[src/hdl/tmlt_pkg.sv]
// Package for the tabu move list: table sizes, field widths, entry layout
// and the sequencer state and opcode types.
// No dependencies; used by tabu_move_list_with_tenure_unit.
`timescale 1ns / 1ps
`default_nettype none

package tmlt_pkg;

    localparam int CAPACITY   = 64;
    localparam int INDEX_BITS = 10;
    localparam int LIFE_BITS  = 10;
    localparam int KIND_BITS  = 2;
    localparam int OP_BITS    = 2;
    localparam int ADDR_W     = $clog2(CAPACITY);
    localparam int CNT_W      = $clog2(CAPACITY + 1);
    localparam int CFG_W      = 7;

    localparam int IN_FIELDS_W = KIND_BITS + 2 * INDEX_BITS + LIFE_BITS;
    localparam int IN_DATA_W   = ((IN_FIELDS_W + 7) / 8) * 8;
    localparam int OUT_FIELDS_W = 2 + CNT_W;
    localparam int OUT_DATA_W   = ((OUT_FIELDS_W + 7) / 8) * 8;
    localparam int USER_W       = ((OP_BITS + 7) / 8) * 8;

    localparam logic [CFG_W-1:0] CAP_RESET = CFG_W'(64);

    typedef enum logic [OP_BITS-1:0] {
        OP_ADD   = 2'd0,
        OP_QUERY = 2'd1,
        OP_TICK  = 2'd2
    } t_op;

    typedef enum logic [1:0] {
        ST_IDLE,
        ST_SCAN,
        ST_RESP
    } t_state;

    typedef struct packed {
        logic [LIFE_BITS-1:0]  life;
        logic [INDEX_BITS-1:0] second;
        logic [INDEX_BITS-1:0] first;
        logic [KIND_BITS-1:0]  kind;
    } t_entry;

endpackage

`default_nettype wire

[src/hdl/tabu_move_list_with_tenure_unit.sv]
// Tabu move list with tenure: one entry memory walked by a single compare
// and decrement unit under a small sequencer. Depends on tmlt_pkg.
//
// Add and unused opcodes raise the result in the cycle after accept; query and
// tick first walk the entry memory one read per cycle (one entry compared or
// aged and compacted a cycle), then raise the result.
// One word in flight at a time: s_axis_tready is high only while idle.
// Reset (synchronous, active low): table empty, capacity 64, no result held.
`timescale 1ns / 1ps
`default_nettype none

module tabu_move_list_with_tenure_unit (
    input  wire                                i_clk,
    input  wire                                i_rst_n,
    input  wire                                i_cfg_wr_en,
    input  wire [tmlt_pkg::CFG_W-1:0]          i_cfg_wr_data,
    input  wire                                s_axis_tvalid,
    output logic                               s_axis_tready,
    // move_kind[1:0], first_index[11:2], second_index[21:12], tenure[31:22]
    input  wire [tmlt_pkg::IN_DATA_W-1:0]      s_axis_tdata,
    // opcode[1:0], zero fill above
    input  wire [tmlt_pkg::USER_W-1:0]         s_axis_tuser,
    output logic                               m_axis_tvalid,
    input  wire                                m_axis_tready,
    // hit[0], accepted[1], occupancy[8:2], zero fill above
    output logic [tmlt_pkg::OUT_DATA_W-1:0]    m_axis_tdata
);

    localparam int AW = tmlt_pkg::ADDR_W;
    localparam int CW = tmlt_pkg::CNT_W;

    // entry memory
    tmlt_pkg::t_entry r_mem [tmlt_pkg::CAPACITY];
    tmlt_pkg::t_entry r_rdata;

    tmlt_pkg::t_state r_state, n_state;
    logic [CW-1:0]    r_count, n_count;
    logic [CW-1:0]    r_idx, n_idx;
    logic [CW-1:0]    r_keep, n_keep;
    logic             r_pend, n_pend;
    logic             r_hit, n_hit;
    logic             r_acc, n_acc;
    tmlt_pkg::t_op    r_op, n_op;
    tmlt_pkg::t_entry r_key, n_key;
    logic [tmlt_pkg::CFG_W-1:0] r_cap;

    logic             mem_we;
    logic [AW-1:0]    mem_waddr;
    tmlt_pkg::t_entry mem_wdata;
    logic             mem_re;

    logic             in_fire;
    logic             out_fire;
    logic [CW-1:0]    eff_cap;
    logic             scan_done;
    logic             key_match;
    tmlt_pkg::t_entry in_entry;

    assign in_fire  = s_axis_tvalid && s_axis_tready;
    assign out_fire = m_axis_tvalid && m_axis_tready;
    assign in_entry = tmlt_pkg::t_entry'(s_axis_tdata[tmlt_pkg::IN_FIELDS_W-1:0]);
    assign eff_cap  = (r_cap > tmlt_pkg::CFG_W'(tmlt_pkg::CAPACITY))
                      ? CW'(tmlt_pkg::CAPACITY) : CW'(r_cap);
    assign scan_done = !r_pend && (r_idx >= r_count);
    assign key_match = (r_rdata.kind == r_key.kind) && (r_rdata.first == r_key.first)
                       && (r_rdata.second == r_key.second);

    // next state
    always_comb begin
        n_state = r_state;
        unique case (r_state)
            tmlt_pkg::ST_IDLE: begin
                if (in_fire) begin
                    if (s_axis_tuser[tmlt_pkg::OP_BITS-1:0] == tmlt_pkg::OP_QUERY
                        || s_axis_tuser[tmlt_pkg::OP_BITS-1:0] == tmlt_pkg::OP_TICK) begin
                        n_state = tmlt_pkg::ST_SCAN;
                    end else begin
                        n_state = tmlt_pkg::ST_RESP;
                    end
                end
            end
            tmlt_pkg::ST_SCAN: begin
                if (scan_done) n_state = tmlt_pkg::ST_RESP;
            end
            tmlt_pkg::ST_RESP: begin
                if (out_fire) n_state = tmlt_pkg::ST_IDLE;
            end
            default: n_state = tmlt_pkg::ST_IDLE;
        endcase
    end

    // datapath control and outputs
    always_comb begin
        n_count   = r_count;
        n_idx     = r_idx;
        n_keep    = r_keep;
        n_pend    = 1'b0;
        n_hit     = r_hit;
        n_acc     = r_acc;
        n_op      = r_op;
        n_key     = r_key;
        mem_we    = 1'b0;
        mem_waddr = r_keep[AW-1:0];
        mem_wdata = r_rdata;
        mem_re    = 1'b0;
        s_axis_tready = (r_state == tmlt_pkg::ST_IDLE);
        m_axis_tvalid = (r_state == tmlt_pkg::ST_RESP);
        m_axis_tdata  = '0;
        m_axis_tdata[tmlt_pkg::OUT_FIELDS_W-1:0] = {r_count, r_acc, r_hit};
        unique case (r_state)
            tmlt_pkg::ST_IDLE: begin
                if (in_fire) begin
                    n_op   = tmlt_pkg::t_op'(s_axis_tuser[tmlt_pkg::OP_BITS-1:0]);
                    n_key  = in_entry;
                    n_hit  = 1'b0;
                    n_acc  = 1'b0;
                    n_idx  = '0;
                    n_keep = '0;
                    // append at the tail when there is room
                    if (s_axis_tuser[tmlt_pkg::OP_BITS-1:0] == tmlt_pkg::OP_ADD
                        && r_count < eff_cap) begin
                        mem_we    = 1'b1;
                        mem_waddr = r_count[AW-1:0];
                        mem_wdata = in_entry;
                        n_count   = r_count + CW'(1);
                        n_acc     = 1'b1;
                    end
                end
            end
            tmlt_pkg::ST_SCAN: begin
                // handle the entry read last cycle
                if (r_pend) begin
                    if (r_op == tmlt_pkg::OP_QUERY) begin
                        if (key_match) n_hit = 1'b1;
                    end else if (r_rdata.life > tmlt_pkg::LIFE_BITS'(1)) begin
                        mem_we         = 1'b1;
                        mem_waddr      = r_keep[AW-1:0];
                        mem_wdata      = r_rdata;
                        mem_wdata.life = r_rdata.life - tmlt_pkg::LIFE_BITS'(1);
                        n_keep         = r_keep + CW'(1);
                    end
                end
                // advance the read pointer
                if (r_idx < r_count) begin
                    mem_re = 1'b1;
                    n_idx  = r_idx + CW'(1);
                    n_pend = 1'b1;
                end
                if (scan_done && r_op == tmlt_pkg::OP_TICK) n_count = r_keep;
            end
            tmlt_pkg::ST_RESP: begin
            end
            default: begin
            end
        endcase
    end

    always_ff @(posedge i_clk) begin
        if (mem_we) r_mem[mem_waddr] <= mem_wdata;
        if (mem_re) r_rdata <= r_mem[r_idx[AW-1:0]];
    end

    always_ff @(posedge i_clk) begin
        if (!i_rst_n) begin
            r_state <= tmlt_pkg::ST_IDLE;
            r_count <= '0;
            r_cap   <= tmlt_pkg::CAP_RESET;
            r_pend  <= 1'b0;
            r_idx   <= '0;
            r_keep  <= '0;
            r_hit   <= 1'b0;
            r_acc   <= 1'b0;
            r_op    <= tmlt_pkg::OP_ADD;
        end else begin
            r_state <= n_state;
            r_count <= n_count;
            r_pend  <= n_pend;
            r_idx   <= n_idx;
            r_keep  <= n_keep;
            r_hit   <= n_hit;
            r_acc   <= n_acc;
            r_op    <= n_op;
            if (i_cfg_wr_en) r_cap <= i_cfg_wr_data;
        end
    end

    always_ff @(posedge i_clk) begin
        r_key <= n_key;
    end

    a_count_bound: assert property (@(posedge i_clk) disable iff (!i_rst_n)
        r_count <= CW'(tmlt_pkg::CAPACITY))
        else $error("stored count above table size");

    a_one_in_flight: assert property (@(posedge i_clk) disable iff (!i_rst_n)
        !(s_axis_tready && m_axis_tvalid))
        else $error("input taken while a result is held");

    a_keep_behind: assert property (@(posedge i_clk) disable iff (!i_rst_n)
        (r_state == tmlt_pkg::ST_SCAN) |-> (r_keep <= r_idx))
        else $error("compaction pointer ahead of read pointer");

    a_acc_occ: assert property (@(posedge i_clk) disable iff (!i_rst_n)
        (m_axis_tvalid && r_acc) |-> (r_count != '0))
        else $error("accepted add with empty table");

endmodule

`default_nettype wire
[config.mk]
export PLATFORM = sky130hd
export DESIGN_NAME = tabu_move_list_with_tenure_unit
export DESIGN_NICKNAME = d
export VERILOG_FILES = /design/src/hdl/tmlt_pkg.sv /design/src/hdl/tabu_move_list_with_tenure_unit.sv
export SDC_FILE = /design/constraint.sdc
export NUM_CORES = 2
export LEC_CHECK = 0
export BUFFER_PORTS_ARGS = -buffer_cell sky130_fd_sc_hd__buf_2
export CORE_MARGIN = 5
export CORE_UTILIZATION = 50
export DETAILED_ROUTE_END_ITERATION = 16
export GPL_ROUTABILITY_DRIVEN = 1
export HOLD_SLACK_MARGIN = 0.03
export PLACE_DENSITY_LB_ADDON = 0.12
export SETUP_SLACK_MARGIN = 0.4
export SKIP_LAST_GASP = 1
export SYNTH_ARGS = -nofsm -noshare
export SYNTH_HDL_FRONTEND = slang
export SYNTH_SLANG_ARGS = --single-unit
[constraint.sdc]
create_clock -name i_clk -period 10.4 [get_ports i_clk]
set_clock_uncertainty 0.1 [all_clocks]
set_input_delay 0 -clock i_clk [delete_from_list [all_inputs] [get_ports i_clk]]
set_output_delay 0 -clock i_clk [all_outputs]
set_load 0.05 [all_outputs]
# == Word-level counts from Yosys, hierarchy flattened ==
# Memory sizes are Yosys's and may differ from the RTL's. A register that Yosys moved wholly into a read port is not among the register bits.
# Index checks and enable logic that the tools add are counted.
# classes
n_lt_le_gt_ge,5
muxes,41
add_sub_neg,4
reduce_logical,18
n_eq_ne,20
# ops
cell,count
32-bit two-way mux,5
32-bit case mux with 2 select lines,1
7-bit two-way mux,9
7-bit case mux with 2 select lines,3
"7-bit by 1-bit adder with 7-bit output, second input constant",3
10-bit == test,2
6-bit two-way mux,3
"2-bit != test, second input constant",8
7-bit less-than comparator,2
1-bit two-way mux,13
"10-bit by 1-bit greater-than comparator with 1-bit output, second input constant",1
5-bit AND reduction,2
"10-bit by 1-bit subtractor with 10-bit output, second input constant",1
2-bit two-way mux,4
7-bit >= comparator,1
"7-bit greater-than comparator, second input constant",1
1-bit logical AND,7
"2-bit by 1-bit == test with 1-bit output, second input constant",3
"2-bit == test, second input constant",3
"2-bit by 1-bit != test with 1-bit output, second input constant",3
2-bit case mux with 3 select lines,1
3-bit AND reduction,2
2-bit zero test,2
1-bit case mux with 2 select lines,2
6 further kinds,6
# totals
memories,1
regBits,57
output_inout_bits,18
mem_bits_rw,2048
wordCells,101
# mem_list
name,words,word_bits,rd,rd_clocked_by_memory_dff,write_ports,line,text
r_mem,64,32,1,1,1,tabu_move_list_with_tenure_unit.sv:33,tmlt_pkg::t_entry r_mem [tmlt_pkg::CAPACITY];

# == Longest topological paths before layout ==
# logic_depth
ltp_word,9
depth_mapped,13
mapped_depth_nobuf,9

# == Worst setup path after synthesis ==
# No wires, ideal clock.
# synth_path
path_type,register to register
startpoint,register r_rdata[22] (netlist name)
endpoint,memory r_mem[0][26] (netlist bit) (data pin)
path_buffers,0
arrival_ns,5.756
setup_ns,1.008
synth_period_minus_slack_ns,6.864
required_time_ns,9.292
stages_incl_launch_ff,7
path_slack_ns,3.536
cell_sequence,edfxtp_1 -> inv_1 -> ha_1 -> or2_0 -> a41o_1 -> or3_1 -> o311ai_0
# synth_lines
element,line
end: declaration,tabu_move_list_with_tenure_unit.sv:33

# == Final worst setup path ==
# layout_path
startpoint,register r_idx[2]
endpoint,register r_rdata[1] (netlist name)
# layout_via
elab_chain_len,3
# layout_lines
element,line,text
start: declaration,tabu_move_list_with_tenure_unit.sv:38,"logic [CW-1:0] r_idx, n_idx;"
start signal: assignment,tabu_move_list_with_tenure_unit.sv:178,r_idx <= n_idx;
7-bit less-than comparator,tabu_move_list_with_tenure_unit.sv:144,if (r_idx < r_count) begin
1-bit two-way mux,tabu_move_list_with_tenure_unit.sv:144,
1-bit two-way mux,tabu_move_list_with_tenure_unit.sv:110,unique case (r_state)
# Several ways; a longest one is shown, not always the timed one.
# A chain may end at the register's enable or synchronous reset.

==> flow_metrics.py <==
metrics = {
    "die": {
        "initial_utilization_pct": 50.4,
        "io_pins": 70,
        "core_area_um2": 165000,
        "die_w_um": 418,
        "die_h_um": 418,
        "rows": 149,
        "dieArea_um2": 174000,
    },
    "finish": {
        "multi_input_area_um2": 18600,
        "register_area_um2": 63800,
        "fillers": 12200,
        "final_cell_area_um2": 94200,
        "drive_gt1_share_pct": 24.5,
        "utilization_pct": 57.1,
        "syn_to_final_growth_pct": 13.5,
        "nets": 4329,
    },
    "critical_path": {
        "worst-path-max-fanout": 41,
        "slowest_delay_ns": 0.98,
        "cp_top_family": "compound AO/OA/AOI/OAI gates",
        "worst_setup_path_end_kind": "flop",
        "crit_chain": "buf_4 -> or3b_2 -> buf_4 -> o221ai_1 -> a221oi_1 -> a221oi_1 -> and3_1",
        "cp-start-kind": "flop",
        "critPathArrivalTime_ns": 5.61,
        "path_buf_inv": 2,
        "crit_slowest_cell": "a221oi_1",
        "worstSetupPathType": "reg2reg",
        "cp_data_required_time_ns": 10.89,
    },
    "detailed_routing": {
        "viasPerCell": 6.36,
        "routedWlPerCell_um": 34.3,
        "drt_iter0_markers": 5415,
        "drt_first_pass_iters": 6,
        "drtAntennaViolNets": 0,
        "wl_um": 228000,
        "drcViolationCount": 0,
        "vias": 42100,
    },
    "timing": {
        "worst_pin_slew_ns": 1.33,
        "fin_setup_tns_ns": 0,
        "hold_violations": 0,
        "setup_viol": 0,
        "fin_crit_ns": 5.12,
        "period_share_pct": 49.2,
        "rsz0062_at_grt": "no",
        "slew_violations": 0,
        "hold_ws_ns": 0.0945,
        "max_freq_ghz": 0.195,
        "slew_headroom_pct": 9.31,
    },
    "synth": {
        "synth_xor_area_share_pct": 0.274,
        "synth.distinct_cells": 83,
        "synth_async_sr_flop_share_pct": 0,
        "yosys.area_share.simple_pct": 2.28,
        "muxShareOfSynthArea_pct": 15.0,
        "ys_ff_latch": 2137,
        "syn_area_per_cell_um2": 21.0,
        "synth_top_family_by_area": "multiplexers",
        "syn-cell-area_um2": 83100,
        "synth_edf_count": 2102,
        "ys_warn_count": 0,
        "syn_inst": 3955,
        "synthFlopType": "edfxtp_1",
        "synth-compound-area-share_pct": 3.63,
        "yosys.area_share.adder_pct": 0.286,
        "ys_seq_area_share_pct": 76.8,
    },
    "global_route": {
        "grt_max_degree": 114,
        "grt.overflow.total": 0,
        "grt_usage_pct": 26.1,
        "grt_pass1_wl_um": 321000,
        "antenna_found_initial": 9,
        "grt_pass1_vias": 41900,
    },
    "power_and_ir_drop": {
        "max-vdd-ir-drop_uv": 169,
        "p_leak_nw": 28.6,
        "powerDensity_nw_per_um2": 186,
        "finalPower_w": 0.0175,
    },
    "place": {
        "dp_hpwl_um": 125000,
        "dpl_cell_area_um2": 86900,
        "globalplace.congestion": 0.871,
        "numPortBuffers": 56,
    },
    "hold_path": {
        "worst_hold_path_type": "in2reg",
    },
    "clock_network": {
        "cts_made_buffers": 209,
        "cts_setup_buffers": 0,
        "worstSkewPairLatency_ns": 0.83,
        "clkSlewWorstSetupHoldPaths_ns": 0.07,
        "tritoncts": "done",
        "cts_root_buffer": "clkbuf_16",
        "clockBufferDepth": 3,
        "htree_levels": 4,
        "clkSinkCount": 2137,
    },
    "status": {
        "status": "finished clean",
    },
    "flow_run": {
        "drv_cap": 0,
    },
}
-- final timing paths --
| path | start | end | slack, ns | depth (start not counted) |
|---|---|---|---|---|
| setup / recovery | r_idx[2] | r_rdata[1] | 5.28 | 7 |
| hold / removal | s_axis_tvalid | r_state[0] | 0.09 | 4 |
| setup reg to reg | r_idx[2] | r_rdata[1] | 5.28 | 7 |
| hold reg to reg | r_keep[6] | r_keep[6] | 0.43 | 2 |
-- layout make-up --
cell class	instances	share of cell area [%]
antenna	7	0.0186
clock buffer	274	5.93
clock inverter	110	0.956
inverter	23	0.0916
multi-input combinational	1578	19.7
sequential	2137	67.7
tap	2189	2.91
timing repair buffer	309	2.63
-- what timing repair did --
item	CTS	global route
gates resized for setup	0	0
endpoints found under the hold margin	1153	0
hold buffers	86	0
-- power by group --
group / switching (W) / internal, W / leakage (nW)
Sequential: 0.0000209 / 0.00957 / 19.2
Combinational: 0.000464 / 0.000185 / 6.21
Clock: 0.00317 / 0.00409 / 3.17
Total: 0.00365 / 0.0138 / 28.6
-- state kept, by name (all words and copies together), names as in the netlist, 2 cells and up --
name,flops
r_cap,7
r_state,2
r_idx,7
r_op,2
r_key,22
r_mem,2048
r_keep,7
r_count,7
r_rdata,32
-- metrics by stage --
step	cells	setup slack [ns]
finish	6627	5.28
global placement	6150	5.35
CTS	6620	5.35
floorplan	3961	3.54
global route	6623	5.32
detailed placement	6150	5.35
-- cells in the mapped netlist, types with 23 or more instances --
library cell / n / area share (%)
buf_2: 57 / 0.34
dfxtp_1: 35 / 0.84
o22ai_1: 41 / 0.31
mux2i_1: 265 / 3.2
nand2_1: 134 / 0.61
o21ai_0: 39 / 0.23
a22oi_1: 42 / 0.38
nor2_1: 126 / 0.57
a221oi_1: 46 / 0.48
buf_4: 53 / 0.48
clkbuf_1: 74 / 0.33
buf_6: 23 / 0.31
a21oi_1: 66 / 0.40
edfxtp_1: 2102 / 76
o221ai_1: 46 / 0.48
mux4_2: 427 / 12
nor4_1: 27 / 0.20
-- layout by cell type (no fill, tap or decap), drive strengths merged, types with 8 or more instances in the layout --
cell type    synthesis  final
o22ai               42     42
and4                11     11
xnor2               14     14
a211oi              17     17
a2111oi             10     10
nand2b               8      8
nand4               10     10
a31oi                8      8
mux2i              265    265
buf                148    223
nand3               23     23
edfxtp            2102   2102
a221oi              46     46
inv                 22     32
nor4                27     27
bufinv               0     13
nor3                13     13
nor2b               10     10
a21oi               66     66
o221ai              46     46
mux4               427    427
a22o                10     10
and3                13     13
mux2                19     19
dfxtp               35     35
clkinv               1     86
a32oi               21     21
o21ai               57     57
xor2                12     12
nand2              134    134
dlygate4sd3          0     86
a22oi               43     43
nor2               128    128
ha                  19     19
clkbuf              75    274
-- worst register-to-register path, cell delays in order (launching register included) --
cell and delay, ns:
dfxtp_4 0.73, buf_4 0.76, or3b_2 0.87, buf_4 0.66, o221ai_1 0.24, a221oi_1 0.98
a221oi_1 0.26, and3_1 0.29
-- per-layer routing --
layer	wire length (um)	vias up	global-route usage, %
met2	109000	1817	41.8
met1	92900	22700	37.0
met4	8600	4	8.83
met3	17500	375	4.54
li1	-	17200	-
met5	26	-	0
-- logic make-up (layout without fill, tap and decap cells) --
logic type / after synthesis / after routing
buffers and inverters: 246 / 716
adder cells (fa/ha/maj): 19 / 19
multiplexers: 711 / 711
AND/OR/NAND/NOR: 400 / 400
other: 1 / 14
XOR/XNOR: 26 / 26
AO/OA/AOI/OAI: 415 / 415
flip-flops: 2137 / 2137
Power figures use the tool's default switching activity.
